**src/rtl/mfde_pkg.sv**
```systemverilog
`default_nettype none
// ----------------------------------------------------------------------------
// mfde_pkg
// Shared types and constants of the monochrome frame-store draw engine.
// ----------------------------------------------------------------------------
package mfde_pkg;

    localparam int FRAME_WIDTH_DEF  = 128;
    localparam int FRAME_HEIGHT_DEF = 64;
    localparam int SPRITE_EDGE_DEF  = 8;
    localparam int QUEUE_DEPTH      = 2;

    typedef enum logic [2:0] {
        OP_CLEAR = 3'd0,
        OP_SET   = 3'd1,
        OP_GET   = 3'd2,
        OP_FILL  = 3'd3,
        OP_BLIT  = 3'd4
    } t_op;

    // Classified command handed from the front to the back.
    typedef struct packed {
        logic        kind_clear;
        logic        kind_get;
        logic        kind_walk;   // set, fill or blit: walk a pixel window
        logic        use_mask;    // blit: write ink only at set bits
        logic        reject;
        logic [7:0]  x0;
        logic [7:0]  y0;
        logic [8:0]  x_end;       // exclusive, clipped
        logic [8:0]  y_end;       // exclusive, clipped
        logic        ink;
        logic [63:0] bits;
    } t_cmd;

    typedef enum logic [2:0] {
        ST_IDLE,
        ST_CLEAR,
        ST_READ,
        ST_WAIT,
        ST_CHECK,
        ST_RESULT,
        ST_INIT
    } t_state;

endpackage
`default_nettype wire

```
**src/rtl/mfde_front.sv**
```systemverilog
`default_nettype none
// ----------------------------------------------------------------------------
// mfde_front
// Accept command items, classify and clip them, and queue them for the back.
// ----------------------------------------------------------------------------
module mfde_front #(
    parameter int FRAME_WIDTH  = 128,
    parameter int FRAME_HEIGHT = 64,
    parameter int SPRITE_EDGE  = 8
) (
    input  wire logic          i_clk,
    input  wire logic          i_rst_n,
    input  wire logic          i_valid,
    output logic               o_stall,
    input  wire logic [2:0]    i_operation,
    input  wire logic [7:0]    i_pos_x,
    input  wire logic [7:0]    i_pos_y,
    input  wire logic [8:0]    i_rect_width,
    input  wire logic [8:0]    i_rect_height,
    input  wire logic          i_ink,
    input  wire logic [63:0]   i_sprite_bits,
    output logic               o_cmd_valid,
    input  wire logic          i_cmd_take,
    output mfde_pkg::t_cmd     o_cmd
);
    import mfde_pkg::*;

    localparam logic [9:0] FW = 10'(FRAME_WIDTH);
    localparam logic [9:0] FH = 10'(FRAME_HEIGHT);
    localparam logic [9:0] SE = 10'(SPRITE_EDGE);

    t_cmd       r_q [QUEUE_DEPTH];
    logic       r_wp, r_rp;
    logic [1:0] r_cnt;
    t_cmd       n_cmd;
    logic       on_scr;
    logic [9:0] xe, ye;
    logic       push, pop;

    assign o_stall     = (r_cnt == 2'(QUEUE_DEPTH));
    assign push        = i_valid && !o_stall;
    assign pop         = i_cmd_take && (r_cnt != 2'd0);
    assign o_cmd_valid = (r_cnt != 2'd0);
    assign o_cmd       = r_q[r_rp];

    // Classify the item and clip its window.
    always_comb begin
        on_scr = ({2'b0, i_pos_x} < FW) && ({2'b0, i_pos_y} < FH);
        xe = 10'(i_pos_x) + 10'(i_rect_width);
        ye = 10'(i_pos_y) + 10'(i_rect_height);
        n_cmd = '0;
        n_cmd.x0   = i_pos_x;
        n_cmd.y0   = i_pos_y;
        n_cmd.ink  = i_ink;
        n_cmd.bits = i_sprite_bits;
        unique case (i_operation)
            OP_CLEAR: n_cmd.kind_clear = 1'b1;
            OP_SET: begin
                n_cmd.reject    = !on_scr;
                n_cmd.kind_walk = on_scr;
                n_cmd.x_end     = 9'(i_pos_x) + 9'd1;
                n_cmd.y_end     = 9'(i_pos_y) + 9'd1;
            end
            OP_GET: begin
                n_cmd.reject   = !on_scr;
                n_cmd.kind_get = on_scr;
            end
            OP_FILL: begin
                n_cmd.reject    = !on_scr || i_rect_width == 9'd0 || i_rect_height == 9'd0;
                n_cmd.kind_walk = !n_cmd.reject;
                if (xe > FW) xe = FW;
                if (ye > FH) ye = FH;
                n_cmd.x_end = 9'(xe);
                n_cmd.y_end = 9'(ye);
            end
            OP_BLIT: begin
                n_cmd.use_mask = 1'b1;
                n_cmd.ink      = 1'b1;
                xe = 10'(i_pos_x) + SE;
                ye = 10'(i_pos_y) + SE;
                if (xe > FW) xe = FW;
                if (ye > FH) ye = FH;
                n_cmd.kind_walk = on_scr;
                n_cmd.x_end = 9'(xe);
                n_cmd.y_end = 9'(ye);
            end
            default: n_cmd.reject = 1'b1;
        endcase
    end

    // Hold pointers and fill count of the queue.
    always_ff @(posedge i_clk) begin
        if (!i_rst_n) begin
            r_wp  <= 1'b0;
            r_rp  <= 1'b0;
            r_cnt <= 2'd0;
        end else begin
            if (push) r_wp <= ~r_wp;
            if (pop)  r_rp <= ~r_rp;
            r_cnt <= r_cnt + 2'(push) - 2'(pop);
        end
    end

    // Store the queued item.
    always_ff @(posedge i_clk) begin
        if (push) r_q[r_wp] <= n_cmd;
    end
endmodule
`default_nettype wire

```
**config.mk**
```make
export PLATFORM = sky130hd
export DESIGN_NAME = mfde_front
export DESIGN_NICKNAME = d
export VERILOG_FILES = /design/src/rtl/mfde_pkg.sv /design/src/rtl/mfde_front.sv
export SDC_FILE = /design/constraint.sdc
export NUM_CORES = 1
export LEC_CHECK = 0
export ABC_AREA = 1
export BUFFER_PORTS_ARGS = -buffer_cell sky130_fd_sc_hd__buf_2
export CAP_MARGIN = 20
export CORE_MARGIN = 2
export CORE_UTILIZATION = 53
export DETAILED_ROUTE_END_ITERATION = 6
export GPL_TIMING_DRIVEN = 1
export PLACE_DENSITY = 0.83
export REMOVE_ABC_BUFFERS = 1
export SLEW_MARGIN = 10
export SYNTH_ARGS = -nofsm -noshare
export SYNTH_HDL_FRONTEND = slang
export SYNTH_SLANG_ARGS = --single-unit
```
**constraint.sdc**
```tcl
create_clock -name i_clk -period 17 [get_ports i_clk]
set_clock_uncertainty 0.2 [all_clocks]
set_input_delay 2.55 -clock i_clk [delete_from_list [all_inputs] [get_ports i_clk]]
set_output_delay 2.55 -clock i_clk [all_outputs]
set_load 0.005 [all_outputs]
```
; Word-level counts from Yosys, hierarchy flattened
; Memory sizes are Yosys's and may differ from the RTL's. A register that Yosys moved wholly into a read port is not among the register bits.
; Index checks and enable logic that the tools add are counted.
[word_totals]
regBits = 4
elab_cells = 55
in_bits = 106
ramBits = 208
mem_count = 1
output_inout_bits = 106
[classes]
n_mux = 15
bitwise = 2
eq_ne = 5
order_cmp = 6
n_reduce_logical = 15
add_sub_neg = 8
[mem_list]
columns = name, depth, word_bits, read_ports, rd_clocked_by_memory_dff, wr, line
row1 = r_q, 2, 104, 1, 1, 1, mfde_front.sv:32  ; t_cmd r_q [QUEUE_DEPTH];
[ops]
columns = operator, n
row1 = case mux 18 bit (3 select lines), 1
row2 = 2-to-1 mux 9 bit, 4
row3 = adder 8 x 9 -> 10 bit, 2
row4 = "adder 8 x 1 -> 9 bit, second input constant", 2
row5 = "adder 8 x 4 -> 9 bit, second input constant", 2
row6 = logical NOT 9 bit, 2
row7 = "> comparator 10 x 7 -> 1 bit, second input constant", 1
row8 = "> comparator 10 x 8 -> 1 bit, second input constant", 1
row9 = "> comparator 9 x 7 -> 1 bit, second input constant", 1
row10 = "> comparator 9 x 8 -> 1 bit, second input constant", 1
row11 = "less-than comparator 8 x 7 -> 1 bit, second input constant", 1
row12 = "less-than comparator 8 bit, second input constant", 1
row13 = 2-to-1 mux 1 bit, 8
row14 = "== test 3 x 2 -> 1 bit, second input constant", 2
row15 = OR reduction 2 bit, 3
row16 = "== test 3 x 1 -> 1 bit, second input constant", 1
row17 = "== test 3 bit, second input constant", 1
row18 = logical AND 1 bit, 3
row19 = logical NOT 1 bit, 3
row20 = logical NOT 3 bit, 1
row21 = case mux 1 bit (3 select lines), 1
row22 = adder 2 x 1 -> 2 bit, 1
row23 = "== test 2 bit, second input constant", 1
row24 = logical OR 1 bit, 2
row25 = other kinds (4), 5

; Depth between registers and ports, before layout
; Gate-level depths: netlist (run 1).
[logic_depth]
ltp_word = 7
depth_mapped = 12
ltp_nobuf = 12

; Worst setup path after synthesis (run 1)
; No wires, ideal clock.
[synth_path]
kind = input port to flip-flop
start = input port i_valid
end = memory r_q[0][0] (netlist name) (enable)
t_required_ns = 16.232
path_stages = 2
arrival_time_ns = 7.078
setup_time_ns = 0.568
slack_ns = 9.153
n_path_buf = 0
path_cell_list = o21ai_0 nor2_1
[synth_via]
elab_chain_len = 3
[synth_rtl]
columns = item, line
row1 = "start, declared", mfde_front.sv:13  ; input wire logic i_valid,
row2 = logical AND 1 bit, mfde_front.sv:41  ; assign push = i_valid && !o_stall;
row3 = 2-to-1 mux 1 bit, mfde_front.sv:106  ; if (push) r_q[r_wp] <= n_cmd;
row4 = 2-to-1 mux 1 bit (not written as such), mfde_front.sv:106
row5 = "end, declared", mfde_front.sv:32
; Every way passes these cells.

==> out/results.tsv, run 1 <==
metric	value	unit
count leader, synth	edfxtp_1	
Hold WC Path Type	reg -> reg	
ys flop type	edfxtp_1	
critical-path cell list	buf_4 -> mux2_2 -> buf_2	
crit path max-delay cell type	buf_4	
Netlist cell types	37	
critical path class	reg -> out	
endpoints failing setup	0	
Pwr Total	1.47	mW
hpwl dp	14.1	mm
RSZ-0062 raised after global routing	no	
Post-synth EDFFs	208	
port bufs	211	
post-synthesis mux area share	0.122	
first-pass GRT wire length	31.1	mm
asr flop ratio synth	0	
Core ar.	17900	um2
fillers	1333	
crit path max fanout	73	
initial antenna violation count	1	
reg2reg path depth	3	
WL per Instance	17.0	um
via count	6278	
Synth Area in XOR/XNOR	0.0100	
GRT Residual Overflow	0	
Total Wirelength	20.0	mm
CTS Sinks	213	
initial core utilization	0.537	
largest family of logic cells by synthesized area	multiplexers	
clk buf depth	3	
Hold-fix buffers, CTS	0	
flops & latches, synth	213	
Final min period	5.32	ns
Syn Area/Cell	13.5	um2
WP buf/inv	2	
vias in the first global route	6111	
yosys warns	0	
io pins	212	
PwrDens	127	nW/um2
DRC Markers	0	
Chip Height	139	um
GRT Util Overall	0.201	
WP depth	3	
area of the mapped netlist	9620	um2
GP Congestion	0.918	
pin count of the biggest net entering global routing	81	
number of core rows	49	
Worst Slack Setup Final	11.68	ns
clock-pin slew on the worst setup and hold paths	0.06	ns
First-pass DRT Iterations	5	
Simple-Gate Fraction of Synth Area	0.101	
Starting DRT DRC Count	497	
worst skew pair latency	0.48	ns
CTS Root Cell	clkbuf_16	
TritonCTS clock tree	yes	
Via density	5.32	
post-synthesis sequential area ratio	0.660	
post-CTS resize count	0	
ratio of cells with drive above 1 in the final layout	0.382	
Period Utilization, post-route	0.313	
Routed Antenna Nets	0	
Place WS	11.71	ns
Req. time, crit path	14.25	ns
adder-cell area share of the yosys netlist	0.0354	
Max Freq	188	MHz
Final Hold Fails	0	
Post-CTS Setup Inserts	0	
synth top area cells	edfxtp_1, mux2_2, nand2_1	
die area	19200	um2
Pleak	4.70	nW
Die W	139	um
Worst-Margin Slew	1.08	ns
max-cap viol count	0	
worst reg2reg setup slack	13.96	ns
critical path launch point type	register	
final hold slack	0.272	ns
top cells by count, synth	edfxtp_1, mux2_2, nand2_1	
area grow syn2layout	20.1	%
status	completed	
complex-gate fraction of the synthesized area	0.0395	
Synth area leader	edfxtp_1	
H-tree levels	1	
TritonCTS Buffers	21	
max-slew violations	0	
top-area cell type share of the netlist area	0.649	
post-route setup TNS	0	ns
Syn Inst Count	715	
Critical Path AT	2.57	ns
cell family with most CP delay	buffers and inverters	
final net count	1069	
Max-slew headroom	0.281	
Worst path max stage delay	0.84	ns
Min-Delay Path Depth	1	
worst vdd ir	0.000123	V
Crit. End Element	primary output	
-- kinds of logic (layout without fill, tap and decap cells) --
| group | count (synthesis) | after routing |
|---|---|---|
| simple gates | 219 | 219 |
| xor+xnor | 11 | 11 |
| compound gates | 65 | 65 |
| other cells | 0 | 1 |
| mux | 104 | 104 |
| fa+ha+maj | 26 | 26 |
| flops | 213 | 213 |
| buf+inv | 77 | 312 |
-- layout by cell type (no fill, tap or decap), types with 2 or more instances in the layout --
cell type	instances
a21oi_1	35
a21oi_2	2
a22oi_1	3
buf_2	211
buf_4	4
clkbuf_1	3
clkbuf_16	21
clkinv_1	7
clkinv_2	3
dfxtp_1	4
edfxtp_1	208
fa_1	2
ha_1	24
inv_1	59
inv_2	2
mux2_2	104
nand2_1	102
nand3_1	35
nand3_2	2
nand3b_1	3
nand4_1	10
nor2_1	42
nor2_4	4
nor3_1	9
nor4_1	7
o211ai_1	3
o21a_1	2
o21ai_0	15
or2_2	2
xnor2_1	4
xor2_1	7
-- where the power goes --
group	leakage (nW)	internal, mW	switching, mW
sequential	1.99	0.672	0.0264
clock	0.305	0.241	0.179
combinational	2.40	0.162	0.186
total	4.70	1.07	0.392
-- worst register-to-register path, delay by kind of cell (launching register included) --
family,cells,cell delay (ns)
AOI/OAI and AO/OA,1,0.36
and+or+nand+nor,1,0.70
buffers and inverters,1,0.93
DFF,1,0.39
-- per-layer routing --
layer  up-vias  global-route usage  share of wire
met5         -                   0              0
met4         0              0.0505          0.018
met3        31              0.0307          0.069
met2       237               0.339           0.48
met1      2959               0.277           0.43
li1       3051                   -              -
-- flip-flops by register name (all words and copies together), names as in the netlist, named ones only --
name	count
r_q	208
r_cnt	2
r_rp	1
r_wp	1
-- area by class of cell --
type	count	area [um2]	area share
inverter	61	229	0.0198
antenna	1	2.50	0.000217
multi-input combinational	425	2980	0.258
clock buffer	24	537	0.0465
tap	229	287	0.0248
sequential	213	6350	0.550
clock inverter	12	82.6	0.00715
timing repair buffer	215	1090	0.0940
-- through the flow --
stage                     area [um2]  cells   util
after floorplan                 9540    699      -
after global routing           11600   1180  0.645
after CTS                      11500   1179  0.645
after detailed placement       10900   1143  0.610
final                          11600   1180  0.645
after global placement         10900   1143  0.610
-- final timing paths --
kind / startpoint / to
min: r_rp$_SDFFE_PN0P_ / register
max: register / o_cmd[99]
min reg2reg: r_rp$_SDFFE_PN0P_ / register
max reg2reg: r_cnt[0]$_SDFF_PN0_ / r_q[1][24]$_DFFE_PP_
Note: power is estimated with default switching activity, not from simulation.
==> inputs of run 2 (changes only) <==
Clock period 17 ns to 5 ns, I/O delays scaled along.
==> out/results.tsv, run 2 (synthesized netlist as in run 1, its figures left out) <==
metric	value	unit	change
worst vdd ir	0.000283	V	was 0.000123 V
post-CTS resize count	0		unchanged
pin count of the biggest net entering global routing	72		was 81
TritonCTS clock tree	yes		unchanged
Max Freq	291	MHz	
Placed Cells	1147		was 1143
fillers	1369		was 1333
Final Util	0.646		was 0.645
Routed Antenna Nets	0		unchanged
endpoints failing setup	0		unchanged
CTS Sinks	213		unchanged
reg2reg path depth	3		unchanged
registers with the most flip-flops	r_q x208, r_cnt x2		unchanged
Period Utilization, post-route	0.687		
Pwr Total	4.96	mW	was 1.47 mW
DRC Markers	0		unchanged
io pins	212		unchanged
clock share of power	0.279		was 0.287
post-route insts no fill	1186		was 1180
via count	6322		was 6278
Chip Height	139	um	unchanged
Starting DRT DRC Count	573		was 497
WL per Instance	17.4	um	was 17.0 um
Hold-fix buffers, CTS	0		unchanged
Min-Delay Path Depth	1		unchanged
switching share of power	0.273		was 0.267
post-route setup TNS	0	ns	unchanged
First-pass DRT Iterations	4		was 5
H-tree levels	1		unchanged
vias in the first global route	5999		was 6111
final net count	1073		was 1069
Final Hold Fails	0		unchanged
commonest non-fill, non-tap cell in the layout	buf_2		unchanged
PwrDens	429	nW/um2	was 127 nW/um2
hpwl dp	14.7	mm	was 14.1 mm
ratio of cells with drive above 1 in the final layout	0.383		was 0.382
Total Wirelength	20.7	mm	was 20.0 mm
RSZ-0062 raised after global routing	no		unchanged
Pleak	4.71	nW	was 4.70 nW
FF-to-FF Start	r_cnt[0]$_SDFF_PN0_		unchanged
max reg flops	208		unchanged
TritonCTS Buffers	21		unchanged
worst skew pair latency	0.48	ns	about the same
Worst Slack Setup Final	1.56	ns	was 11.68 ns
GP Congestion	0.883		was 0.918
Post-CTS Setup Inserts	0		unchanged
crit path max fanout	71		was 73
Final min period	3.44	ns	
area of the multi-input gates	2980	um2	unchanged
initial antenna violation count	2		was 1
critical path class	reg -> out		unchanged
initial core utilization	0.537		unchanged
critical path launch point type	register		unchanged
number of core rows	49		unchanged
port bufs	211		unchanged
clock-pin slew on the worst setup and hold paths	0.06	ns	about the same
worst reg2reg setup slack	2.63	ns	was 13.96 ns
Switch Pwr	1.35	mW	was 0.392 mW
status	completed		unchanged
Via density	5.33		was 5.32
GRT Residual Overflow	0		unchanged
Critical Path AT	2.49	ns	was 2.57 ns
Place WS	2.06	ns	was 11.71 ns
Core ar.	17900	um2	unchanged
most frequent cells in the layout	buf_2, edfxtp_1, mux2_2		unchanged
area grow syn2layout	20.3	%	was 20.1%
first-pass GRT wire length	31.5	mm	was 31.1 mm
Max-slew headroom	0.343		was 0.281
FF/Latch Area	6350	um2	unchanged
Crit. End Element	primary output		unchanged
GRT Util Overall	0.206		was 0.201
Reg power frac	0.485		was 0.476
placed inst area	11000	um2	was 10900 um2
Largest Register	r_q		unchanged
R2R Path End	r_q[0][37]$_DFFE_PP_		was r_q[1][24]$_DFFE_PP_
Logic pwr share	0.235		was 0.237
clk buf depth	3		unchanged
Int Pwr	3.61	mW	was 1.07 mW
Hold WC Path Type	in -> reg		was reg -> reg
Req. time, crit path	4.05	ns	was 14.25 ns
max-cap viol count	0		unchanged
Die W	139	um	unchanged
final hold slack	0.256	ns	was 0.272 ns
Worst-Margin Slew	0.985	ns	was 1.08 ns
hold wc startpoint	i_sprite_bits[32]		was r_rp$_SDFFE_PN0P_
max-slew violations	0		unchanged
post-route cell area	11600	um2	about the same
Worst Hold End	r_q[0][32]$_DFFE_PP_		
die area	19200	um2	unchanged
CTS Root Cell	clkbuf_16		unchanged
run 2: changes by cell type in the layout (fill, tap and decap cells not counted), sizes merged:
cell and delta:
buf +4, bufinv -1, clkbuf -1, clkinv +3, clkinvlp +1, diode +1, inv -1
run 2: final cells by class:
class                           instances  area share
Sequential cell                       213       0.549
Clock inverter                         14     0.00551
Antenna cell                            2    0.000432
Clock buffer                           23      0.0461
Timing Repair Buffer                  219      0.0975
Tap cell                              229      0.0248
Multi-Input combinational cell        425       0.257
Inverter                               61      0.0198
run 2: how the worst max path moves through the flow:
stage | from | end | slack, ns
final | register | o_cmd[40] | 1.56
after global routing | register | o_cmd[40] | 1.43
after CTS | register | o_cmd[40] | 1.53
after detailed placement | register | o_cmd[28] | 2.06
after global placement | register | o_cmd[31] | 2.06
after floorplan | i_valid | r_q[0][0]$_DFFE_PP_ | -1.05
run 2: worst max-delay path, cell delays in order, from the launching register on:
cell and delay [ns]:
dfxtp_4 1.00, buf_4 0.44, mux2_2 0.40, buf_2 0.13
run 2: power by group through the flow:
stage	clock (mW)	combinational, mW	sequential, mW
global route	1.49	1.28	2.43
global placement	0	1.16	2.43
floorplan	0	0.677	2.46
finish	1.39	1.17	2.41
CTS	1.42	1.18	2.41
detailed placement	0	1.17	2.45
run 2: layer usage:
| metal | share of wire | track usage |
|---|---|---|
| met2 | 0.49 | 0.353 |
| met3 | 0.074 | 0.0314 |
| met5 | 0 | 0 |
| met1 | 0.42 | 0.279 |
| met4 | 0.020 | 0.0542 |
